===== config.mk =====
export PLATFORM = sky130hd
export DESIGN_NAME = heap_sort_engine
export DESIGN_NICKNAME = d
export VERILOG_FILES = /design/src/design/hse_pkg.sv /design/src/design/heap_sort_engine.sv
export SDC_FILE = /design/constraint.sdc
export NUM_CORES = 2
export LEC_CHECK = 0
export BUFFER_PORTS_ARGS = -buffer_cell sky130_fd_sc_hd__buf_4
export CORE_UTILIZATION = 40
export CTS_BUF_LIST = sky130_fd_sc_hd__clkbuf_4
export DETAILED_ROUTE_END_ITERATION = 8
export GPL_ROUTABILITY_DRIVEN = 0
export PLACE_DENSITY = 0.55
export SETUP_SLACK_MARGIN = 0.5
export SYNTH_ARGS = -nofsm -noshare
export SYNTH_HDL_FRONTEND = slang
export SYNTH_SLANG_ARGS = --single-unit
export TNS_END_PERCENT = 30

===== constraint.sdc =====
create_clock -name clk -period 8.9 [get_ports clk]
set_input_delay 0.89 -clock clk [delete_from_list [all_inputs] [get_ports clk]]
set_output_delay 0.89 -clock clk [all_outputs]
set_load 0.1 [all_outputs]

===== src/design/hse_pkg.sv =====
// ----------------------------------------------------------------------------
// hse_pkg
// Shared types and fixed field widths of the heap sort engine.
// ----------------------------------------------------------------------------
package hse_pkg;

	// width of the key fields on both channels
	localparam int FIELD_W = 32;

	// sequencer states
	typedef enum logic [3:0] {
		ST_LOAD,
		ST_BUILD_RD,
		ST_BUILD_FETCH,
		ST_SIFT_CMP,
		ST_SIFT_END,
		ST_EXT_RD,
		ST_EXT_SWAP,
		ST_EMIT_RD,
		ST_EMIT_WR
	} state_t;

endpackage


===== src/design/heap_sort_engine.sv =====
// ----------------------------------------------------------------------------
// heap_sort_engine
// Collects signed keys into a one-based store, heap sorts them ascending in
// place when the last key of a set arrives, then streams the sorted set out.
// ----------------------------------------------------------------------------
// Loading accepts one key per cycle. Sift-down runs one compare step per cycle
// on the dual-read key memory, in both the build and the extraction phase.
// Each sorted key is read in ST_EMIT_RD, which waits while the output is held,
// and is loaded into the output register in ST_EMIT_WR.
// Reset clears the sequencer, key count, drop flag and output valid; the key
// store is not cleared and is only read where written in the current set.
module heap_sort_engine #(
	parameter int CAPACITY  = 64,
	parameter int KEY_WIDTH = 32
) (
	input  logic                              clk,
	input  logic                              arst_n,
	input  logic                              in_valid,
	output logic                              in_stall,
	input  logic signed [hse_pkg::FIELD_W-1:0] key_value,
	input  logic                              last_key,
	output logic                              out_valid,
	input  logic                              out_stall,
	output logic signed [hse_pkg::FIELD_W-1:0] sorted_key,
	output logic                              last_out,
	output logic                              overflowed
);
	import hse_pkg::*;

	localparam int CW = $clog2(CAPACITY + 1);
	localparam int NW = CW + 1;
	localparam int IW = $clog2(CAPACITY);

	// signed order on stored keys
	function automatic logic key_less(input logic [KEY_WIDTH-1:0] a,
	                                  input logic [KEY_WIDTH-1:0] b);
		key_less = $signed(a) < $signed(b);
	endfunction

	state_t                state_q, state_d;
	logic                  build_q, build_d;
	logic [CW-1:0]         count_q, count_d;
	logic                  drop_q, drop_d;
	logic [CW-1:0]         i_q, i_d;
	logic [CW-1:0]         node_q, node_d;
	logic [CW-1:0]         size_q, size_d;
	logic [CW-1:0]         k_q, k_d;
	logic [KEY_WIDTH-1:0]  v_q, v_d;

	logic                  wr_en;
	logic [NW-1:0]         wr_addr, rd_a_addr, rd_b_addr;
	logic [KEY_WIDTH-1:0]  wr_data;
	logic [KEY_WIDTH-1:0]  rdata_a, rdata_b;
	logic [KEY_WIDTH-1:0]  mem [CAPACITY];
	logic [IW-1:0]         wr_idx, rd_a_idx, rd_b_idx;

	logic                  accept;
	logic                  out_free;
	logic                  out_load;
	logic                  out_valid_q;
	logic [FIELD_W-1:0]    out_key_q;
	logic                  out_last_q, out_drop_q;

	logic [KEY_WIDTH-1:0]  in_key;
	logic [NW-1:0]         left, right, pick, pick_left;
	logic                  pick_right;
	logic [KEY_WIDTH-1:0]  child;
	logic [CW-1:0]         size_less;

	// take the key field at the stored width
	assign in_key = KEY_WIDTH'($unsigned(key_value));

	assign in_stall = (state_q != ST_LOAD);
	assign accept   = in_valid && (state_q == ST_LOAD);
	assign out_free = !out_valid_q || !out_stall;

	// pick the larger child, left on ties
	assign left       = {node_q, 1'b0};
	assign right      = left + NW'(1);
	assign pick_right = (right <= NW'(size_q)) && key_less(rdata_a, rdata_b);
	assign pick       = pick_right ? right : left;
	assign child      = pick_right ? rdata_b : rdata_a;
	assign pick_left  = {pick[CW-1:0], 1'b0};
	assign size_less  = i_q - CW'(1);

	// key memory, one write and two registered reads
	assign wr_idx   = IW'(wr_addr - NW'(1));
	assign rd_a_idx = IW'(rd_a_addr - NW'(1));
	assign rd_b_idx = IW'(rd_b_addr - NW'(1));

	always_ff @(posedge clk) begin
		if (wr_en) begin
			mem[wr_idx] <= wr_data;
		end
		rdata_a <= mem[rd_a_idx];
		rdata_b <= mem[rd_b_idx];
	end

	// sequencer state
	always_ff @(posedge clk or negedge arst_n) begin
		if (!arst_n) begin
			state_q <= ST_LOAD;
			build_q <= 1'b1;
			count_q <= '0;
			drop_q  <= 1'b0;
			i_q     <= '0;
			node_q  <= '0;
			size_q  <= '0;
			k_q     <= '0;
		end else begin
			state_q <= state_d;
			build_q <= build_d;
			count_q <= count_d;
			drop_q  <= drop_d;
			i_q     <= i_d;
			node_q  <= node_d;
			size_q  <= size_d;
			k_q     <= k_d;
		end
	end

	// sifting key, payload only
	always_ff @(posedge clk) begin
		v_q <= v_d;
	end

	// next state, memory control and output load
	always_comb begin
		state_d   = state_q;
		build_d   = build_q;
		count_d   = count_q;
		drop_d    = drop_q;
		i_d       = i_q;
		node_d    = node_q;
		size_d    = size_q;
		k_d       = k_q;
		v_d       = v_q;
		wr_en     = 1'b0;
		wr_addr   = NW'(node_q);
		wr_data   = v_q;
		rd_a_addr = left;
		rd_b_addr = right;
		out_load  = 1'b0;
		case (state_q)
			ST_LOAD: begin
				if (accept) begin
					if (count_q < CW'(CAPACITY)) begin
						wr_en   = 1'b1;
						wr_addr = NW'(count_q) + NW'(1);
						wr_data = in_key;
						count_d = count_q + CW'(1);
					end else begin
						drop_d = 1'b1;
					end
					if (last_key) begin
						i_d     = count_d >> 1;
						build_d = 1'b1;
						state_d = ST_BUILD_RD;
					end
				end
			end
			ST_BUILD_RD: begin
				if (i_q == '0) begin
					i_d     = count_q;
					build_d = 1'b0;
					state_d = ST_EXT_RD;
				end else begin
					rd_a_addr = NW'(i_q);
					node_d    = i_q;
					size_d    = count_q;
					state_d   = ST_BUILD_FETCH;
				end
			end
			ST_BUILD_FETCH: begin
				v_d = rdata_a;
				if (left <= NW'(size_q)) begin
					state_d = ST_SIFT_CMP;
				end else begin
					i_d     = i_q - CW'(1);
					state_d = ST_BUILD_RD;
				end
			end
			ST_SIFT_CMP: begin
				wr_en = 1'b1;
				if (key_less(v_q, child)) begin
					// move the child up, descend
					wr_data   = child;
					node_d    = pick[CW-1:0];
					rd_a_addr = pick_left;
					rd_b_addr = pick_left + NW'(1);
					if (pick_left <= NW'(size_q)) begin
						state_d = ST_SIFT_CMP;
					end else begin
						state_d = ST_SIFT_END;
					end
				end else if (build_q) begin
					i_d     = i_q - CW'(1);
					state_d = ST_BUILD_RD;
				end else begin
					state_d = ST_EXT_RD;
				end
			end
			ST_SIFT_END: begin
				wr_en = 1'b1;
				if (build_q) begin
					i_d     = i_q - CW'(1);
					state_d = ST_BUILD_RD;
				end else begin
					state_d = ST_EXT_RD;
				end
			end
			ST_EXT_RD: begin
				if (i_q <= CW'(1)) begin
					k_d     = CW'(1);
					state_d = ST_EMIT_RD;
				end else begin
					rd_a_addr = NW'(1);
					rd_b_addr = NW'(i_q);
					state_d   = ST_EXT_SWAP;
				end
			end
			ST_EXT_SWAP: begin
				// root goes to the tail, tail key sifts from the root
				wr_en     = 1'b1;
				wr_addr   = NW'(i_q);
				wr_data   = rdata_a;
				v_d       = rdata_b;
				node_d    = CW'(1);
				size_d    = size_less;
				i_d       = size_less;
				rd_a_addr = NW'(2);
				rd_b_addr = NW'(3);
				if (size_less >= CW'(2)) begin
					state_d = ST_SIFT_CMP;
				end else begin
					state_d = ST_SIFT_END;
				end
			end
			ST_EMIT_RD: begin
				rd_a_addr = NW'(k_q);
				if (out_free) begin
					state_d = ST_EMIT_WR;
				end
			end
			ST_EMIT_WR: begin
				out_load = 1'b1;
				if (k_q == count_q) begin
					count_d = '0;
					drop_d  = 1'b0;
					state_d = ST_LOAD;
				end else begin
					k_d     = k_q + CW'(1);
					state_d = ST_EMIT_RD;
				end
			end
			default: begin
				state_d = ST_LOAD;
			end
		endcase
	end

	// output register: hold until taken
	always_ff @(posedge clk or negedge arst_n) begin
		if (!arst_n) begin
			out_valid_q <= 1'b0;
		end else if (out_load) begin
			out_valid_q <= 1'b1;
		end else if (!out_stall) begin
			out_valid_q <= 1'b0;
		end
	end

	always_ff @(posedge clk) begin
		if (out_load) begin
			out_key_q  <= FIELD_W'(rdata_a);
			out_last_q <= (k_q == count_q);
			out_drop_q <= drop_q;
		end
	end

	assign out_valid  = out_valid_q;
	assign sorted_key = out_key_q;
	assign last_out   = out_last_q;
	assign overflowed = out_drop_q;

	// checks
	a_count_bound: assert property (@(posedge clk) disable iff (!arst_n)
		count_q <= CW'(CAPACITY))
		else $error("key count beyond capacity");

	a_sift_has_child: assert property (@(posedge clk) disable iff (!arst_n)
		state_q == ST_SIFT_CMP |-> left <= NW'(size_q))
		else $error("compare step on a node without children");

	a_swap_range: assert property (@(posedge clk) disable iff (!arst_n)
		state_q == ST_EXT_SWAP |-> i_q >= CW'(2) && i_q <= count_q)
		else $error("extraction index out of range");

	a_emit_free: assert property (@(posedge clk) disable iff (!arst_n)
		state_q == ST_EMIT_WR |-> !out_valid_q)
		else $error("result loaded over a pending item");

endmodule

Yosys cells after proc, flatten, opt, wreduce, memory -nomap -nowiden. Memories as Yosys holds them, arrays and structs flattened. A register that Yosys moved wholly into a read port is not among the register bits. Cells that the tools add are included.

Flip-flop bits (word level): 108. Memory bits (writable): 2048. Input bits: 37. Output and inout port bits: 36. Memories: 1.

Memories: mem (depth 64, bits a word 32, read ports 2, clocked after Yosys merged registers in 2, write ports 1, line heap_sort_engine.sv:54) `logic [KEY_WIDTH-1:0] mem [CAPACITY];`.

$add $sub $neg: 9. Magnitude comparators: 8. Eq/ne operators: 23. Muxes and demuxes: 64. Reduce and logical (&&, ||, !) cells: 25.

Operators with widths (number): 32-bit 2-to-1 mux (4); 7-bit 2-to-1 mux (15); 32-bit case mux with 3 select lines (1); 32-bit less-than comparator (2); 32-bit case mux with 2 select lines (1); 6-bit 2-to-1 mux (7); 7-bit case mux with 2 select lines (3); 7-bit case mux with 6 select lines (1); 4-bit case mux with 9 select lines (1); 6-bit case mux with 5 select lines (1); 8-bit by 7-bit <= comparator with 1-bit output (3); 2-bit inequality test (second input constant) (12); 7-bit case mux with 3 select lines (1); 6-bit case mux with 3 select lines (1); 6-bit by 1-bit subtractor with 6-bit output (second input constant) (3); 4-bit by 3-bit == test with 1-bit output (second input constant) (4); 4-bit 2-to-1 mux (4); 3-bit 2-to-1 mux (5); 7-bit by 1-bit adder with 7-bit output (second input constant) (2); 1-bit 2-to-1 mux (14); 6-bit by 1-bit adder with 6-bit output (second input constant) (2); 6-bit case mux with 2 select lines (1); 3-bit AND reduction (4); 4-bit AND reduction (3); other kinds (24) (34).

Longest topological paths before layout.
Depth in word-level cells: 8. Gate-level depth with buffers: 35. Depth with buffers taken out: 29.

Least setup slack after synthesis. OpenSTA, ideal clock, no wires.

Path type: register to register. Start point: register rdata_a[31], read port of mem. End point: register rdata_b[21], read port of mem. Library setup time: 122 ps. Arrival: 7480 ps. Required time: 8778 ps. Slack: 1298 ps. Cell stages (with the launch flop): 35. Buffers on the path: 8. Period minus slack after synthesis: 7602 ps. Cells stage by stage: dfxtp_1 ha_1 nand4_1 nor3_1 a221oi_1 nand2_1 or3_1 nand3_1 clkbuf_1 buf_1 nor2_1 a21oi_1 ha_1 a21o_1 a21o_1 a211o_1 a2111oi_0 o32ai_1 nor4b_1 a211oi_2 buf_4 nor2_1 nor2_1 o21ai_0 inv_1 ha_1 clkbuf_1 clkbuf_1 clkbuf_1 clkbuf_1 clkbuf_1 mux4_2 nand2_1 a31oi_1 a221o_1.

Cells in the longest elaborated chain, start to end: 7. Elaborated cells between the ends (all ways): 9. Those cells by class: add/sub (2); order compare (2); mux (4); reduce/logical (1).

RTL lines: from (decl) (line heap_sort_engine.sv:53) `logic [KEY_WIDTH-1:0] rdata_a, rdata_b;`; 32-bit less-than comparator (line heap_sort_engine.sv:37) `key_less = $signed(a) < $signed(b);`; 1-bit logical AND (line heap_sort_engine.sv:80) `assign pick_right = (right <= NW'(size_q)) && key_less(rdata_a, rdata_b);`; 32-bit 2-to-1 mux / 7-bit 2-to-1 mux (equally long branches) (line heap_sort_engine.sv:82, heap_sort_engine.sv:81); 32-bit less-than comparator / 6-bit by 1-bit adder with 6-bit output (equally long branches) (line heap_sort_engine.sv:37, heap_sort_engine.sv:190); 6-bit 2-to-1 mux (*) (line heap_sort_engine.sv:185) `if (key_less(v_q, child)) begin`; 6-bit case mux with 3 select lines (*) (line heap_sort_engine.sv:144) `case (state_q)`; 6-bit by 1-bit subtractor with 6-bit output (*) (line heap_sort_engine.sv:89) `assign rd_b_idx = IW'(rd_b_addr - NW'(1));`; to (decl) (line heap_sort_engine.sv:53).

Mark *: on every way between the ends. The rest lies on a longest branch, timed or not. A chain may end at the register's enable or synchronous reset.

Worst setup path after layout.
Start point: register rdata_a[29], read port of mem. End point: register rdata_a[18], read port of mem.

Cells in the longest elaborated chain, start to end: 7. Elaborated cells between the ends (all ways): 8. Those cells by class: add/sub (1); order compare (2); mux (4); reduce/logical (1).

RTL lines: 32-bit less-than comparator (line heap_sort_engine.sv:37); 1-bit logical AND (line heap_sort_engine.sv:80); 32-bit 2-to-1 mux (line heap_sort_engine.sv:82) `assign child = pick_right ? rdata_b : rdata_a;`; 32-bit less-than comparator (line heap_sort_engine.sv:37); 6-bit 2-to-1 mux (*) (line heap_sort_engine.sv:185); 6-bit case mux with 5 select lines (*) (line heap_sort_engine.sv:144); 6-bit by 1-bit subtractor with 6-bit output (*) (line heap_sort_engine.sv:88) `assign rd_a_idx = IW'(rd_a_addr - NW'(1));`.

Marks and branches as above.

==> results_dict.tcl <==
set metrics [dict create \
    ys_warn_count 0 \
    drc 0 \
    grt.total_usage 0.282 \
    start_util 0.403 \
    finalSetupViolCount 0 \
    hold_violations 0 \
    cp_num_cells 28 \
    port_buffers 72 \
    grt_util_met3 0.0716 \
    crit_buf_inv 4 \
    timing.hold.ws_ns 0.369 \
    syn_area_um2 108000 \
    relSlewSlack 0.140 \
    cts_htree_levels 6 \
    syn-num-nets 6117 \
    ys_types 79 \
    cts_tree "yes" \
    synth_area_per_cell_um2 18.1 \
    vias 69300 \
    max_stage_delay_ns 0.68 \
    cp_top_family "compound AO/OA/AOI/OAI gates" \
    seq_area_frac_synth 0.607 \
    synth_edf_count 2114 \
    path_max_fanout 46 \
    drtIter0Drc 8848 \
    antenna_found_initial 14 \
    clk_path_buf_depth 4 \
    min_period_ns 8.28 \
    overflow 0 \
    rsz0062_at_grt "no" \
    maxCapViolCount 0 \
    dr.pass1.iters 6 \
    ys_ff_latch 2220 \
    dp_slack_ns -0.312 \
    slew_violations 0 \
    ys.flop_type "edfxtp_1" \
    reg2regPathDepth 28 \
    area_delta_synth_final_pct 15.2 \
    dp.final_hpwl_mm 232 \
    end_kind "register" \
    chipHeight_um 523 \
    final_net_count 6788 \
    io_pins 73 \
    fmax_ghz 0.121 \
    yosysTopAreaCell "edfxtp_1" \
    layout-drive-gt1-share 0.414 \
    fin_ws_ns 0.622 \
    dieArea_um2 273000 \
    grt_pass1_wl_mm 537 \
    hold_path_depth 4 \
    hold_path.class "primary input to register" \
    critPathMostFrequentCell "a21oi_1" \
    root_buffer "clkbuf_4" \
    use_met2 0.442 \
    routed_via_density 6.50 \
    synth.most_common_cell "edfxtp_1" \
    worst_pin_slew_ns 1.29 \
    syn_inst 5997 \
    numCtsBuffers 606 \
    required_ns 10.14 \
    status "finished clean" \
    die_w_um 523 \
    grt_pass1_vias 69700 \
    cts_sinks 2220 \
    grt_max_degree 92 \
    crit_path_top_delay_cell "dfxtp_1" \
    min_period_over_period 0.930 \
    synth_area_leaders "edfxtp_1, mux4_2, nand2_1, mux2i_1, clkbuf_1" \
    cts.clk_slew.worst_paths_ns 0.06 \
    insertion_delay_ns 1.39 \
    startpoint_type "register" \
    path_class "register to register" \
    synth_commonest_cells "edfxtp_1, mux4_2, nand2_1, clkbuf_1, nor2_1" \
    synth.top_cell.area_share 0.585 \
    met1_usage 0.381 \
    finClkSkew_ns 0.129 \
    core_um2 269000 \
    postRouteAntennaNets 0 \
    drt_wl_total_mm 386 \
    grt_busiest_layer "met2" \
    arrival_ns 9.51 \
    async_flop_share 0.0189 \
    fp-row-count 190 \
    post_drt_wl_per_cell_um 36.2 \
]
worst register-to-register path, delay by kind of cell (launching register included):
| kind | cells | cell delay, ns |
|---|---|---|
| simple gates | 7 | 1.46 |
| buf+inv | 4 | 1.09 |
| flops | 1 | 0.68 |
| compound gates | 12 | 3.08 |
| mux | 2 | 0.85 |
| fa+ha+maj | 3 | 1.02 |
flip-flops by register name, summed over array words and instances, names as in the netlist:
register / flops
build_q: 1
count_q: 7
drop_q: 1
i_q: 7
k_q: 7
last_out: 1
mem: 2048
node_q: 7
out_valid: 1
overflowed: 1
rdata_a: 32
rdata_b: 32
size_q: 7
sorted_key: 32
state_q: 4
v_q: 32
stage by stage:
stage | setup TNS [ns] | utilization | cells | instance area, um^2
final | 0 | 0.465 | 10700 | 125000
after global routing | 0 | 0.465 | 10700 | 125000
after CTS | 0 | 0.464 | 10600 | 125000
after detailed placement | -0.657 | 0.435 | 9596 | 117000
after global placement | -0.743 | 0.435 | 9596 | 117000
after floorplan | 0 | - | 5997 | 108000
path summary, 6_finish.rpt:
kind                       slack, ns          end   startpoint
min in group asynchronous       0.61       i_q[2]       arst_n
max in group asynchronous       8.05   state_q[3]       arst_n
setup reg to reg                0.62  rdata_a[18]  rdata_a[29]
hold / removal                  0.37    out_valid    out_stall
setup / recovery                0.62  rdata_a[18]  rdata_a[29]
hold reg to reg                 0.53   overflowed       drop_q
cell families after synthesis:
family / Yosys count / share of synthesized area
AO/OA/AOI/OAI: 839 / 0.0560
XOR/XNOR: 36 / 0.00322
adder cells (fa/ha/maj): 83 / 0.00958
buffers and inverters: 553 / 0.0208
flip-flops: 2220 / 0.607
multiplexers: 1374 / 0.267
AND/OR/NAND/NOR: 892 / 0.0365
cells in the final DEF (no fill, tap or decap), types with 8 or more instances in the layout:
| master | synthesis | layout |
|---|---|---|
| clkbuf_4 | 0 | 886 |
| bufinv_16 | 0 | 14 |
| and3_1 | 132 | 132 |
| a32o_1 | 31 | 31 |
| clkinv_2 | 0 | 25 |
| a21oi_1 | 122 | 119 |
| o211ai_1 | 36 | 36 |
| nand3_1 | 35 | 34 |
| edfxtp_1 | 2114 | 2114 |
| ha_1 | 83 | 80 |
| xor2_1 | 14 | 14 |
| clkinv_1 | 0 | 102 |
| nand4_1 | 12 | 12 |
| nand2_1 | 466 | 459 |
| dfrtp_1 | 41 | 41 |
| nor3_1 | 18 | 14 |
| nor2_4 | 0 | 69 |
| mux4_2 | 1215 | 1215 |
| a211oi_2 | 31 | 35 |
| buf_4 | 26 | 443 |
| o22ai_1 | 96 | 96 |
| buf_12 | 0 | 106 |
| mux2i_1 | 158 | 158 |
| a221o_1 | 37 | 32 |
| a31o_2 | 63 | 63 |
| inv_1 | 58 | 57 |
| nand2b_1 | 8 | 8 |
| dfxtp_1 | 64 | 60 |
| inv_2 | 2 | 11 |
| o21ai_0 | 76 | 74 |
| xnor2_1 | 19 | 19 |
| a211oi_1 | 174 | 167 |
| a31oi_1 | 67 | 65 |
| a21o_1 | 13 | 12 |
| a22oi_1 | 41 | 41 |
| nor2_1 | 175 | 106 |
metal layers:
metal | part of all wire | up-vias
met5 | 0.000060 | -
met4 | 0.037 | 4
met3 | 0.11 | 780
met2 | 0.47 | 4166
met1 | 0.39 | 37000
li1 | - | 27300
cell type report:
cell class | instances | area [um^2]
multi-input combinational | 3224 | 41200
clock buffer | 886 | 6650
clock inverter | 158 | 1020
sequential | 2220 | 65800
inverter | 60 | 235
timing repair buffer | 556 | 5540
fill | 22800 | 144000
antenna | 4 | 10.0
tap | 3552 | 4440
timing repair:
item / in CTS / in global routing
pin swaps: 0 / 3
endpoints found under the hold margin: 49 / 0
gates resized for setup: 14 / 25
setup endpoints to repair: 64 / 64
hold buffers: 7 / 0
buffers inserted: 0 / 9
Power is left out: the tool's default activity adds up to more than one toggle a clock period on the data nets, which glitch-free logic cannot reach.
